## src/sv/deq_pkg.sv

```systemverilog
// Types and constants shared by the double-ended queue modules.
`default_nettype none

package deq_pkg;

  localparam int unsigned WORD_W = 32;
  localparam int unsigned FILL_W = 5;
  localparam int unsigned KIND_W = 3;

  typedef enum logic [KIND_W-1:0] {
    KIND_PUSH_FRONT = 3'd0,
    KIND_PUSH_BACK  = 3'd1,
    KIND_POP_FRONT  = 3'd2,
    KIND_POP_BACK   = 3'd3,
    KIND_DUMP       = 3'd4
  } kind_e;

  typedef enum logic [1:0] {
    ST_OK    = 2'd0,
    ST_EMPTY = 2'd1,
    ST_FULL  = 2'd2
  } status_e;

  typedef struct packed {
    logic [KIND_W-1:0]        kind;
    logic signed [WORD_W-1:0] value;
  } deq_in_t;

  typedef struct packed {
    logic signed [WORD_W-1:0] word;
    logic                     last;
    logic [FILL_W-1:0]        fill;
    logic [1:0]               status;
  } deq_out_t;

  typedef struct packed {
    logic    push_front;
    logic    push_back;
    logic    pop_front;
    logic    pop_back;
    logic    load_status;
    status_e status;
    logic    dump_clear;
    logic    dump_read;
    logic    dump_emit;
  } deq_cmd_t;

  typedef struct packed {
    logic empty;
    logic full;
    logic out_free;
    logic dump_last;
  } deq_stat_t;

endpackage

`default_nettype wire

```

## src/sv/deq_ctrl.sv

```systemverilog
// Controller state machine for the double-ended queue.
`default_nettype none

module deq_ctrl (
  input  wire logic                     clk_i,
  input  wire logic                     rst_ni,
  input  wire logic                     in_valid_i,
  input  wire logic [deq_pkg::KIND_W-1:0] kind_i,
  output logic                          in_ready_o,
  input  wire deq_pkg::deq_stat_t       stat_i,
  output deq_pkg::deq_cmd_t             cmd_o
);
  import deq_pkg::*;

  typedef enum logic [1:0] {
    S_IDLE,
    S_DUMP_RD,
    S_DUMP_EMIT
  } state_e;

  state_e state_q, state_d;
  logic   accept;

  assign in_ready_o = (state_q == S_IDLE) && stat_i.out_free;
  assign accept     = in_valid_i && in_ready_o;

  always_comb begin
    cmd_o   = '0;
    cmd_o.status = ST_OK;
    state_d = state_q;
    case (state_q)
      S_IDLE: begin
        if (accept) begin
          case (kind_i)
            KIND_PUSH_FRONT, KIND_PUSH_BACK: begin
              cmd_o.load_status = 1'b1;
              if (stat_i.full) begin
                cmd_o.status = ST_FULL;
              end else begin
                cmd_o.push_front = (kind_i == KIND_PUSH_FRONT);
                cmd_o.push_back  = (kind_i == KIND_PUSH_BACK);
              end
            end
            KIND_POP_FRONT, KIND_POP_BACK: begin
              cmd_o.load_status = 1'b1;
              if (stat_i.empty) begin
                cmd_o.status = ST_EMPTY;
              end else begin
                cmd_o.pop_front = (kind_i == KIND_POP_FRONT);
                cmd_o.pop_back  = (kind_i == KIND_POP_BACK);
              end
            end
            KIND_DUMP: begin
              if (stat_i.empty) begin
                cmd_o.load_status = 1'b1;
                cmd_o.status      = ST_EMPTY;
              end else begin
                cmd_o.dump_clear = 1'b1;
                state_d          = S_DUMP_RD;
              end
            end
            default: begin
              cmd_o.load_status = 1'b1;
            end
          endcase
        end
      end
      S_DUMP_RD: begin
        cmd_o.dump_read = 1'b1;
        state_d         = S_DUMP_EMIT;
      end
      S_DUMP_EMIT: begin
        if (stat_i.out_free) begin
          cmd_o.dump_emit = 1'b1;
          state_d         = stat_i.dump_last ? S_IDLE : S_DUMP_RD;
        end
      end
      default: begin
        state_d = S_IDLE;
      end
    endcase
  end

  always_ff @(posedge clk_i or negedge rst_ni) begin
    if (!rst_ni) begin
      state_q <= S_IDLE;
    end else begin
      state_q <= state_d;
    end
  end

endmodule

`default_nettype wire

```

## src/sv/deq_dpath.sv

```systemverilog
// Datapath for the double-ended queue: ring store, pointers, count, result register.
`default_nettype none

module deq_dpath #(
  parameter int unsigned DEPTH = 16
) (
  input  wire logic                        clk_i,
  input  wire logic                        rst_ni,
  input  wire logic signed [deq_pkg::WORD_W-1:0] value_i,
  input  wire deq_pkg::deq_cmd_t           cmd_i,
  output deq_pkg::deq_stat_t               stat_o,
  output logic                             out_valid_o,
  input  wire logic                        out_ready_i,
  output deq_pkg::deq_out_t                out_data_o
);
  import deq_pkg::*;

  localparam int unsigned AW = $clog2(DEPTH);
  localparam int unsigned CW = $clog2(DEPTH + 1);
  localparam logic [AW:0]   DEPTH_A = (AW + 1)'(DEPTH);
  localparam logic [AW-1:0] LAST_A  = AW'(DEPTH - 1);
  localparam logic [CW-1:0] DEPTH_C = CW'(DEPTH);

  function automatic logic [AW-1:0] wrap_add(input logic [AW-1:0] a, input logic [AW-1:0] b);
    logic [AW:0] s;
    s = {1'b0, a} + {1'b0, b};
    if (s >= DEPTH_A) begin
      s = s - DEPTH_A;
    end
    return s[AW-1:0];
  endfunction

  logic [WORD_W-1:0] mem_q [DEPTH];
  logic [WORD_W-1:0] rd_data_q;
  logic [AW-1:0]     front_q, front_d;
  logic [CW-1:0]     count_q, count_d;
  logic [CW-1:0]     idx_q;
  logic [CW-1:0]     idx_inc;
  logic [AW-1:0]     front_dec;
  logic [AW-1:0]     back_addr;
  logic [AW-1:0]     rd_addr;
  logic              mem_we;
  logic [AW-1:0]     mem_waddr;
  logic              out_valid_q;
  deq_out_t          out_q;
  logic              out_free;
  logic              out_load;
  logic [CW+FILL_W-1:0] fill_ext;

  assign front_dec = (front_q == '0) ? LAST_A : front_q - AW'(1);
  assign back_addr = wrap_add(front_q, count_q[AW-1:0]);
  assign rd_addr   = wrap_add(front_q, idx_q[AW-1:0]);
  assign idx_inc   = idx_q + CW'(1);

  assign mem_we    = cmd_i.push_front || cmd_i.push_back;
  assign mem_waddr = cmd_i.push_front ? front_dec : back_addr;

  always_comb begin
    front_d = front_q;
    count_d = count_q;
    if (cmd_i.push_front) begin
      front_d = front_dec;
      count_d = count_q + CW'(1);
    end
    if (cmd_i.push_back) begin
      count_d = count_q + CW'(1);
    end
    if (cmd_i.pop_front) begin
      front_d = (front_q == LAST_A) ? '0 : front_q + AW'(1);
      count_d = count_q - CW'(1);
    end
    if (cmd_i.pop_back) begin
      count_d = count_q - CW'(1);
    end
  end

  always_ff @(posedge clk_i or negedge rst_ni) begin
    if (!rst_ni) begin
      front_q <= '0;
      count_q <= '0;
    end else begin
      front_q <= front_d;
      count_q <= count_d;
    end
  end

  always_ff @(posedge clk_i) begin
    if (mem_we) begin
      mem_q[mem_waddr] <= value_i;
    end
    if (cmd_i.dump_read) begin
      rd_data_q <= mem_q[rd_addr];
    end
  end

  always_ff @(posedge clk_i or negedge rst_ni) begin
    if (!rst_ni) begin
      idx_q <= '0;
    end else if (cmd_i.dump_clear) begin
      idx_q <= '0;
    end else if (cmd_i.dump_emit) begin
      idx_q <= idx_inc;
    end
  end

  assign out_free = !out_valid_q || out_ready_i;
  assign out_load = cmd_i.load_status || cmd_i.dump_emit;
  assign fill_ext = {{FILL_W{1'b0}}, count_d};

  always_ff @(posedge clk_i or negedge rst_ni) begin
    if (!rst_ni) begin
      out_valid_q <= 1'b0;
    end else if (out_load) begin
      out_valid_q <= 1'b1;
    end else if (out_ready_i) begin
      out_valid_q <= 1'b0;
    end
  end

  always_ff @(posedge clk_i) begin
    if (cmd_i.load_status) begin
      out_q.word   <= '0;
      out_q.last   <= 1'b1;
      out_q.fill   <= fill_ext[FILL_W-1:0];
      out_q.status <= cmd_i.status;
    end else if (cmd_i.dump_emit) begin
      out_q.word   <= rd_data_q;
      out_q.last   <= (idx_inc == count_q);
      out_q.fill   <= fill_ext[FILL_W-1:0];
      out_q.status <= ST_OK;
    end
  end

  assign stat_o.empty     = (count_q == '0);
  assign stat_o.full      = (count_q == DEPTH_C);
  assign stat_o.out_free  = out_free;
  assign stat_o.dump_last = (idx_inc == count_q);

  assign out_valid_o = out_valid_q;
  assign out_data_o  = out_q;

endmodule

`default_nettype wire

```

## src/sv/double_ended_queue.sv

```systemverilog
// Top level of the bounded double-ended queue of signed words.
//
//   channel | signals                          | beat
//   --------+----------------------------------+------------------------------
//   in      | in_valid_i, in_ready_o, in_data_i  | kind and value of one operation
//   out     | out_valid_o, out_ready_i, out_data_o | word, last, fill, status
//
// Push, pop and unknown kinds each give one status beat.
// A dump of N held words is accepted first; then for each word the registered
// ring store read is followed by a load of the result register.
// No input beat is taken until the last beat of a dump is loaded.
// The result register frees a slot while the consumer takes it, so stalls on
// out only hold the controller. Reset empties the queue at once.
`default_nettype none

module double_ended_queue #(
  parameter int unsigned DEPTH = 16
) (
  input  wire logic              clk_i,
  input  wire logic              rst_ni,
  input  wire logic              in_valid_i,
  output logic                   in_ready_o,
  input  wire deq_pkg::deq_in_t  in_data_i,
  output logic                   out_valid_o,
  input  wire logic              out_ready_i,
  output deq_pkg::deq_out_t      out_data_o
);
  import deq_pkg::*;

  deq_cmd_t  cmd;
  deq_stat_t stat;

  deq_ctrl u_ctrl (
    .clk_i      (clk_i),
    .rst_ni     (rst_ni),
    .in_valid_i (in_valid_i),
    .kind_i     (in_data_i.kind),
    .in_ready_o (in_ready_o),
    .stat_i     (stat),
    .cmd_o      (cmd)
  );

  deq_dpath #(
    .DEPTH (DEPTH)
  ) u_dpath (
    .clk_i       (clk_i),
    .rst_ni      (rst_ni),
    .value_i     (in_data_i.value),
    .cmd_i       (cmd),
    .stat_o      (stat),
    .out_valid_o (out_valid_o),
    .out_ready_i (out_ready_i),
    .out_data_o  (out_data_o)
  );

endmodule

`default_nettype wire
```

## config.mk

```make
export PLATFORM = sky130hd
export DESIGN_NAME = double_ended_queue
export DESIGN_NICKNAME = d
export VERILOG_FILES = /design/src/sv/deq_pkg.sv /design/src/sv/deq_ctrl.sv /design/src/sv/deq_dpath.sv /design/src/sv/double_ended_queue.sv
export SDC_FILE = /design/constraint.sdc
export NUM_CORES = 1
export LEC_CHECK = 0
export BUFFER_PORTS_ARGS = -buffer_cell sky130_fd_sc_hd__buf_2
export CELL_PAD_IN_SITES_DETAIL_PLACEMENT = 1
export CELL_PAD_IN_SITES_GLOBAL_PLACEMENT = 1
export CORE_AREA = 2 2 288 219
export DETAILED_ROUTE_END_ITERATION = 16
export DIE_AREA = 0 0 290 221
export HOLD_SLACK_MARGIN = 0.12
export PLACE_DENSITY_LB_ADDON = 0.1
export SYNTH_ARGS = -nofsm -noshare
export SYNTH_HDL_FRONTEND = slang
export SYNTH_SLANG_ARGS = --single-unit
```

## constraint.sdc

```tcl
create_clock -name clk_i -period 9.9 [get_ports clk_i]
set_input_delay 1.485 -clock clk_i [delete_from_list [all_inputs] [get_ports clk_i]]
set_output_delay 1.485 -clock clk_i [all_outputs]
set_load 0.02 [all_outputs]
```

# Word level (Yosys, flattened, before mapping)
# Memories as Yosys holds them, arrays and structs flattened. A register that Yosys moved wholly into a read port is not among the register bits.
# Index checks and enable logic that the tools add are counted.
# W data, S select, Z words.
# totals
regBits	57
ram_bits	512
input_bits	39
output_inout_bits	42
wordCells	92
memories	1
# mem_list
memory	depth	width	read_ports	rd_clocked_by_memory_dff	wr	line_no	source
u_dpath.mem_q	16	32	1	1	1	deq_dpath.sv:33	logic [WORD_W-1:0] mem_q [DEPTH];
# op_classes
addsub	9
n_lt_le_gt_ge	2
n_eq_ne	13
muxes	41
reduce_logical	17
# ops
op	n
$mux W5	6
$mux W4	7
$mux W2	9
$mux W8	2
$mux W7	2
$mux W1	12
$pmux W2 S3	2
$sub A4 B1 Y4 const B	3
$add A4 B4 Y5	2
$add A5 B1 Y5 const B	2
$ge A5 B5 Y1 const B	2
$reduce_bool A2 Y1	4
$eq A3 B2 Y1 const B	2
$eq A5 B5 Y1	1
$eq A5 B5 Y1 const B	1
$logic_not A5 Y1	1
$sub A5 B1 Y5 const B	1
$add A4 B1 Y4 const B	1
$eq A4 B4 Y1 const B	1
$logic_not A4 Y1	1
$ne A2 B1 Y1 const B	2
$ne A2 B2 Y1 const B	2
$reduce_and A4 Y1	1
$reduce_or A2 Y1	2
10 further kinds	13

# Depth between registers and ports, before layout
# Gate-level depths: netlist (run 1).
# depth
depth_word	12
depth_mapped	8
ltp_nobuf	7

# Modules after synthesis
# From an unflattened synthesis (run 1), not the netlist that was laid out.
# unflattened
hier_cells	1232
hier_area_um2	23755.3
# by_module_without_submodules
module	n_inst	cells_per_inst	area_each_um2	seq_area_each_um2
deq_dpath	1	1207	23512.6	17581.9
deq_ctrl	1	25	242.7	50.0

# Worst setup path after synthesis (run 1)
# Ideal clock, no wire load.
# synth_path
kind	input port to flip-flop
startpoint	input port out_ready_i
endpoint	memory u_dpath.mem_q[11][0] (enable)
setup_ns	0.461
arrival_time_ns	4.859
setup_slack_ns	4.580
path_stages	5
n_path_buf	0
path_cell_list	nand2b_1 > nand3_1 > nor2_2 > mux2_2 > nor3_1
# synth_via
elab_chain_cells	8
elab_cells_between_ends	9
classes_between	mux: 5; reduce/logical: 4
# synth_lines
item	line_no	source
from (decl)	double_ended_queue.sv:25	input wire logic out_ready_i,
$logic_or A1 B1 Y1 (*)	deq_dpath.sv:106	assign out_free = !out_valid_q || out_ready_i;
$logic_and A1 B1 Y1 (*)	deq_ctrl.sv:24	assign in_ready_o = (state_q == S_IDLE) && stat_i.out_free;
$logic_and A1 B1 Y1 (*)	deq_ctrl.sv:25	assign accept = in_valid_i && in_ready_o;
$mux W8 (*)	deq_ctrl.sv:33	if (accept) begin
$mux W8 (*)	deq_ctrl.sv:31	case (state_q)
$logic_or A1 B1 Y1	deq_dpath.sv:55	assign mem_we = cmd_i.push_front || cmd_i.push_back;
$mux W1	deq_dpath.sv:88	if (mem_we) begin
$mux W1 (implied by the code)	deq_dpath.sv:89	mem_q[mem_waddr] <= value_i;
to (decl)	deq_dpath.sv:33	
# Every way passes the cells marked *; elsewhere a longest branch is shown, timed or not.

# Final worst setup path (run 1)
# layout_path
startpoint	register u_dpath.front_q[0]
endpoint	register u_dpath.rd_data_q[13], read port of u_dpath.mem_q (data pin)
# layout_via
elab_chain_cells	3
elab_cells_between_ends	4
classes_between	add/sub: 2; order compare: 1; mux: 1
# layout_lines
item	line_no	source
from (decl)	deq_dpath.sv:35	logic [AW-1:0] front_q, front_d;
from (signal assigned)	deq_dpath.sv:82	front_q <= front_d;
$add A4 B4 Y5 (*)	deq_dpath.sv:26	s = {1'b0, a} + {1'b0, b};
$sub A4 B1 Y4 or $ge A5 B5 Y1 (tied branches)	deq_dpath.sv:28, deq_dpath.sv:27	
$mux W4 (*)	deq_dpath.sv:27	if (s >= DEPTH_A) begin
to (decl)	deq_dpath.sv:34	logic [WORD_W-1:0] rd_data_q;
# Marked as above.
# A chain may end at the register's enable or synchronous reset.

==> run summary, run 1 <==
For this block, the routed nets add up to 58900 um of wire. TritonCTS built the clock tree. The congestion estimate from routability-driven global placement came to 0.717.

The run gives 61400 um2 as the area of the core. For this run, design rule violations remaining after detail routing come to 0. The post-synthesis net count is 1208. The cell area that synthesis handed to floorplanning was 23100 um2. In this run switching power makes up 37.9% of total power. For the CTS sink count, the log shows 601.

Yosys mapped a number of flops with a built-in enable equal to 551. For this run, asynchronously set or reset flops after synthesis account for 2.83%. Setup total negative slack on the finished layout was measured at 0 ns. For the total routing resource utilization after global routing, the log shows 18.7%. Setup repair after global routing left no endpoint under its margin.

The most used flip-flop cell after synthesis is edfxtp_1. From synthesis to final layout, the design area changed by 15.3%. In this run the most critical hold path is launched from u_dpath.rd_data_q[27]. The logs give 0.62 ns for the insertion delay to the later sink of the worst-skew pair and 0 for the total congestion overflow after global routing. A synthesized cell averages 20.0 um2. Of the total power, combinational logic draws 43.7%. The pin count of the biggest net entering global routing was 101; the count of unique library cells instantiated by Yosys was 46.

Dividing the detail-routed via count by the number of cells gives 5.51. In this run the post-CTS setup repair buffer count came out at 0. In this run the tool buffered the top-level ports with 80 buffer cells.

Max-cap violations in this run came to 0. The logs give 0 for the post-cts sizing count and 0 for the antenna violation net count after detailed routing. For this design the total switching power over the nets is 3.80 mW.

Measured against its own limit, the worst slew margin works out to 22.0%. The tools report the worst flop-to-flop path startpoint as u_dpath.front_q[0]. Hold repair after CTS inserted 0 buffers. The register bit count reported by yosys was 601.

The final layout net count was 1314; the number of clock buffers inserted by TritonCTS was 59. After clock tree synthesis, the clock-pin slew on the worst setup and hold paths is 0.06 ns. For this run, the number of standard cells in the final layout without fillers is 2122. The data required time of the critical path is 10.25 ns.

The analysis attributes to cell leakage a power of 8.60 nW. The path class of the tightest hold or removal check is flip-flop to flip-flop. Internal power comes to 6.25 mW. The routed layout has 11700 vias.

The met2 layer wire length in the routed design is 26600 um, and the final worst clock skew is 0.0238 ns. Highest metal layer with signal wires: met4. The first global-routing pass estimated 88100 um of wire. For this run, the register share of the synthesized area comes to 76.3%. The highest achievable clock rate is 0.224 GHz.

The tools report the critical path launch point as u_dpath.front_q[0]. The tools report the number of inserted diodes as 0. Cells fill 43.4% of the core in the end.

The floorplan step defined a die boundary enclosing 64100 um2. The setup-violating endpoint count in the final report was 0. From left edge to right edge, the die measures 290 um. The count of final hold-check violations is 0. The worst setup path is launched from a flip-flop. Of all nets on the critical path, the largest fanout is 62. The run gives 12600 as the via count of the first global-routing pass. The initial antenna violation count came out at 0.

For this design the ratio of total power to cell area is 377 nW/um2. The tree is rooted in a clkbuf_16. Counting along the longest clock path gives a buffer depth of 3.

The worst-case vdd ir drop was 0.000440 V; the starting density of the core was 37.6%. The measured slew at the worst slew-check pin is 1.14 ns, and the clock share of power is 23.3%. The kind of critical path was flip-flop to flip-flop. Post-layout minimum cycle time: 4.47 ns. In this run the number of H-tree levels came out at 2. The proportion of power drawn by flip-flops and latches came out at 33.0%.

The tools report the floorplan row count as 79. In this run, placement finished with an instance count of 2010. The detailed-route wire length on metal 1 is 28700 um, and the cell count of the worst hold path is 1.

Floorplan die height: 221 um. 81 I/O pins were placed. After detailed routing, the average wire length per cell comes to 27.8 um.

Counting every instance in the synthesized netlist gives 1155. After the first detailed-routing iteration, the DRC count stood at 921. The first detailed-routing pass took 5 iterations. The fraction of layout cells with a size suffix above 1 is 27.5%, and the HPWL reported at the end of detailed placement is 30700 um. The number of warning messages in the yosys log was 0; the max-slew violation count was 0. The wire length on met3 is 2360 um.

The arrival time at the worst endpoint came out at 4.82 ns. For flop-to-flop paths, the worst setup slack is 5.43 ns. The worst setup path is captured at a flip-flop.

The path with the worst hold slack has its endpoint at u_dpath.out_data_o[35]. In the finished design, the share of the clock period the worst path needs comes to 45.1%. For the worst flop-to-flop path, the logic depth is 8.

The flow ran to the end, and the final reports show no timing, DRC or antenna violations. Destination of the worst register-to-register timing path: u_dpath.rd_data_q[13].
-- kinds of logic after synthesis --
| group | Yosys count | synth area share, % |
|---|---|---|
| AOI/OAI and AO/OA | 67 | 2.18 |
| buffers and inverters | 73 | 1.48 |
| muxes | 132 | 12.7 |
| and+or+nand+nor | 241 | 5.42 |
| adders and majority gates | 14 | 0.823 |
| xor gates and xnor gates | 27 | 1.12 |
| DFF | 601 | 76.3 |
-- worst max-delay path, stage by stage, from the launching register on --
cell and delay [ns]:
dfrtp_1 0.55, ha_4 0.19, inv_1 0.05, fa_4 1.31, buf_4 0.49, buf_4 0.85
mux4_2 0.47, nand3_1 0.12, nand4_1 0.10
-- cells in the mapped netlist, types with 10 or more instances --
library cell	count	area share, %
nand4_1	35	0.95
clkbuf_1	44	0.71
dfxtp_1	33	2.9
a22o_1	32	1.2
nor2_1	18	0.29
dfrtp_1	17	1.8
nor3_1	24	0.52
ha_1	12	0.65
mux4_2	128	12
buf_2	15	0.32
edfxtp_1	551	72
a21oi_1	10	0.22
nand2_1	10	0.16
nand3_1	135	2.9
xnor2_1	15	0.57
-- metrics by stage --
step / hold WS, ns / total power [mW] / instance area, um2 / setup WS (ns)
after floorplan: 0.442 / 6.36 / 23100 / 4.58
after global placement: 0.447 / 7.85 / 24600 / 5.40
after detailed placement: 0.455 / 7.85 / 24600 / 5.38
after CTS: 0.472 / 10.2 / 26600 / 5.41
after global routing: 0.486 / 10.6 / 26600 / 5.23
final: 0.468 / 10.0 / 26600 / 5.43
-- layer usage --
layer | up-vias | global-route usage, %
li1 | 4990 | -
met2 | 249 | 28.2
met1 | 6383 | 28.5
met4 | 0 | 4.74
met5 | - | 0
met3 | 69 | 2.64
-- state kept, by name, summed over array words and instances (netlist names) --
signal               count
u_dpath.out_valid_o      1
u_dpath.idx_q            5
u_ctrl.state_q           2
u_dpath.mem_q          512
u_dpath.front_q          4
u_dpath.rd_data_q       32
u_dpath.out_data_o      40
u_dpath.count_q          5
-- worst max-delay path by stage --
stage / depth (start not counted) / end / slack, ns
3_5_place_dp: 8 / u_dpath.rd_data_q[21] / 5.38
4_1_cts: 8 / u_dpath.rd_data_q[18] / 5.41
5_1_grt: 8 / u_dpath.rd_data_q[13] / 5.23
6_report: 8 / u_dpath.rd_data_q[13] / 5.43
3_3_place_gp: 8 / u_dpath.rd_data_q[17] / 5.40
2_1_floorplan: 5 / u_dpath.mem_q[11][0] / 4.58
-- layout by cell type (no fill, tap or decap), drive strengths merged, types with 4 or more instances in the layout --
cell    synthesis  routed
a21oi          11      11
a22o           32      32
a31oi           4       4
buf            21     110
bufinv          0       6
clkbuf         44      92
clkinv          0      12
dfrtp          17      17
dfxtp          33      33
edfxtp        551     551
ha             12      12
inv             8       9
mux4          128     128
nand2          10      10
nand2b          7       7
nand3         135     135
nand4          35      35
nor2           19      19
nor3           24      24
o21ai           6       6
xnor2          17      17
xor2           10      10
-- power groups by stage --
stage / registers, mW / clock network (mW) / logic (mW)
after floorplan: 3.35 / 0 / 3.01
after global placement: 3.37 / 0 / 4.48
after CTS: 3.32 / 2.40 / 4.49
after detailed placement: 3.38 / 0 / 4.47
final: 3.32 / 2.34 / 4.39
after global routing: 3.35 / 2.49 / 4.80
-- cell type report --
class,instances,area (um2)
Clock inverter,20,263
Inverter,8,30.0
Multi-Input combinational cell,481,5300
Tap cell,810,1010
Clock buffer,92,1770
Timing Repair Buffer,110,638
Sequential cell,601,17600
Fill cell,5720,34700
Note: power is estimated with default switching activity, not from simulation.
==> run 2: changes to the inputs <==
- clock period: 9.9 -> 4.7 ns (I/O delays scaled with it)
==> run 2 against run 1 <==
Compared with the run above:
- global-route usage fell by 0.28 points
- largest power group unchanged
- via count fell by 0.69%
- fmax rose by 30%
- cell count rose by 0.38%
- clock power rose by 110%
- clock-buffer cell count fell by 5
- combinational power rose by 110%
- setup slack got worse by 4.2 ns
- register-to-register slack got worse by 4.2 ns
- core utilization barely moved
- critical path depth fell by 2
- routed wire length fell by 1.3%
- critical path type unchanged
==> run summary, run 2 (synthesis results as in run 1) <==
The flow ran to the end, and the final reports show no timing, DRC or antenna violations. The tools report the setup-violating endpoint count in the final report as 0. The measured slew at the worst slew-check pin came out at 1.00 ns. The flip-flop count of the largest register after layout came out at 512. The cell sitting at the root of the clock tree is a clkbuf_16.

Across the routed clock network, the largest skew measured is 0.0207 ns. After layout, the worst path uses 72.9% of the clock period. The longest clock path from root to sink contains 3 buffers.

In this run the number of H-tree levels came out at 2. The setup total negative slack came out at 0 ns. The multi-input gate area in the final layout is 5300 um2, and the number of port buffers is 80.

For the wire length of the first global-routing pass, the log shows 87400 um. VDD sags by at most 0.000675 V. The total area inside the core boundary comes to 61400 um2. The sequential cell area in the final layout came out at 17600 um2. Cells fill 43.4% of the core in the end. The leading cell type in the layout, fill and taps excluded is edfxtp_1. The floorplan has 79 rows.

Clock transition at the register clock pins on the worst setup and hold paths after CTS: 0.06 ns. Post-CTS timing repair inserted 0 buffers for setup. The arrival time at the worst endpoint was 3.69 ns.

The boundary pin count was 81. In the layout the commonest cells are edfxtp_1, nand3_1, mux4_2. The worst path in the final design needs a cycle of 3.43 ns, including I/O delays and setup. The logs give 1 for the initial antenna violation count and 0 for the max-slew violation count. The run gives 58100 um as the final wirelength. The horizontal die dimension came out at 290 um. The type of the most critical hold path is flip-flop to flip-flop.

The number of detailed-routing iterations run before antenna repair was 4; the via count of the first global-routing pass was 12400. The run gives 65 as the pin count of the biggest net entering global routing. The overall die area was 64100 um2. The kind of critical path is flip-flop to flip-flop.

Measured along the y axis, the die boundary spans 221 um. Setup repair after global routing left no endpoint under its margin. For this design, the sink count on the clock tree is 601.

Leaving out filler cells and counting taps, the final layout contains 2130. The routed layout has 11600 vias. The count of nets left with antenna violations once routing finished came out at 0. The maximum fanout along the worst path was 21. For this configuration, the core starts out at a cell density of 37.6%. In this run the static leakage power is 8.60 nW. For this run the aggregate overflow at the end of global routing stands at 0. For the worst-skew pair, the clock arrives at the later sink with an insertion delay of 0.62 ns. The worst setup path is launched from a flip-flop. Across every metal layer, demand over resource in global routing totals 18.4%. Using the TritonRoute via totals, the vias-per-cell ratio works out to 5.45. TritonCTS built the clock tree. Counting the fill cells in the layout gives 5698.

The tool flagged a number of max-cap violations equal to 0. The tools report the highest achievable clock rate as 0.292 GHz. The remaining max-slew budget at the tightest pin was 31.1%; the pre-CTS worst setup slack was 1.10 ns. The smallest setup slack after layout was 1.27 ns; the fraction of layout cells with a size suffix above 1 was 27.4%. For the count of final hold-check violations, the log shows 0.

The relative area change from synthesis to final layout is 15.4%, and the final estimated routing congestion in global placement is 0.737. u_dpath.mem_q holds more flip-flops than any other register. For this block, the initial DRC count from the detailed router was 933. The design draws 21.2 mW. In this run the register-to-register setup slack is 1.27 ns. The number of remaining DRC errors was 0; the data required time of the critical path was 4.96 ns.

Nature of the critical path endpoint: a flip-flop. The number of clock buffers added by TritonCTS is 60. Summed over all nets, the half-perimeter wirelength after detailed placement is 31200 um. Dividing total power by cell area gives a power density of 794 nW/um2.

In the final design database the tool counted 1321 nets. Once placement completed, the tool counted placed cells totaling 2015. The routed wirelength normalized by instance count is 27.3 um.
run 2: repair_timing:
action | 4_1_cts | 5_1_grt
endpoints found under the hold margin | 17 | 0
gates resized for setup | 0 | 0
hold buffers | 1 | 0
run 2: path summary, 6_finish.rpt:
path / cells past startpoint / start / end
min reg2reg: 1 / u_dpath.rd_data_q[1] / u_dpath.out_data_o[9]
max reg2reg: 6 / u_dpath.front_q[1] / u_dpath.mem_q[4][18]
min in group asynchronous: 2 / rst_ni / u_dpath.count_q[4]
max in group asynchronous: 2 / rst_ni / u_dpath.count_q[0]
max: 6 / u_dpath.front_q[1] / u_dpath.mem_q[4][18]
min: 1 / u_dpath.rd_data_q[1] / u_dpath.out_data_o[9]
run 2: layout make-up:
class	count	area share, %
diodes	1	0.00938
multi-input cells	481	19.9
flip-flops and latches	601	66.1
inverters	8	0.113
repair buffers	116	2.76
clock inverters	26	1.10
clock buffers	87	6.24
well taps	810	3.80
run 2: per-layer routing:
metal / track usage, % / vias to the layer above / wire length, um
li1: - / 5010 / -
met1: 27.6 / 6318 / 28100
met2: 28.3 / 220 / 26900
met3: 2.98 / 62 / 2270
met4: 4.10 / 0 / 850
met5: 0 / - / 0
run 2: critical path, stage by stage (launching register included):
cell and delay (ns):
dfrtp_1 0.54, inv_1 0.16, ha_1 0.31, o311ai_0 0.62, mux2i_1 0.50, nor3_2 0.42, buf_4 0.50
run 2: metrics by stage:
stage / hold slack, ns / instance area [um2]
after floorplan: 0.409 / 23100
after global placement: 0.448 / 24700
after detailed placement: 0.449 / 24700
after CTS: 0.428 / 26700
after global routing: 0.449 / 26700
final: 0.466 / 26700
run 2: where the power goes:
group          internal, mW  switching [mW]  leakage [nW]
sequential             6.66           0.310          5.45
combinational          3.72            5.66          2.20
clock                  2.79            2.03         0.958
total                  13.2            8.00          8.60
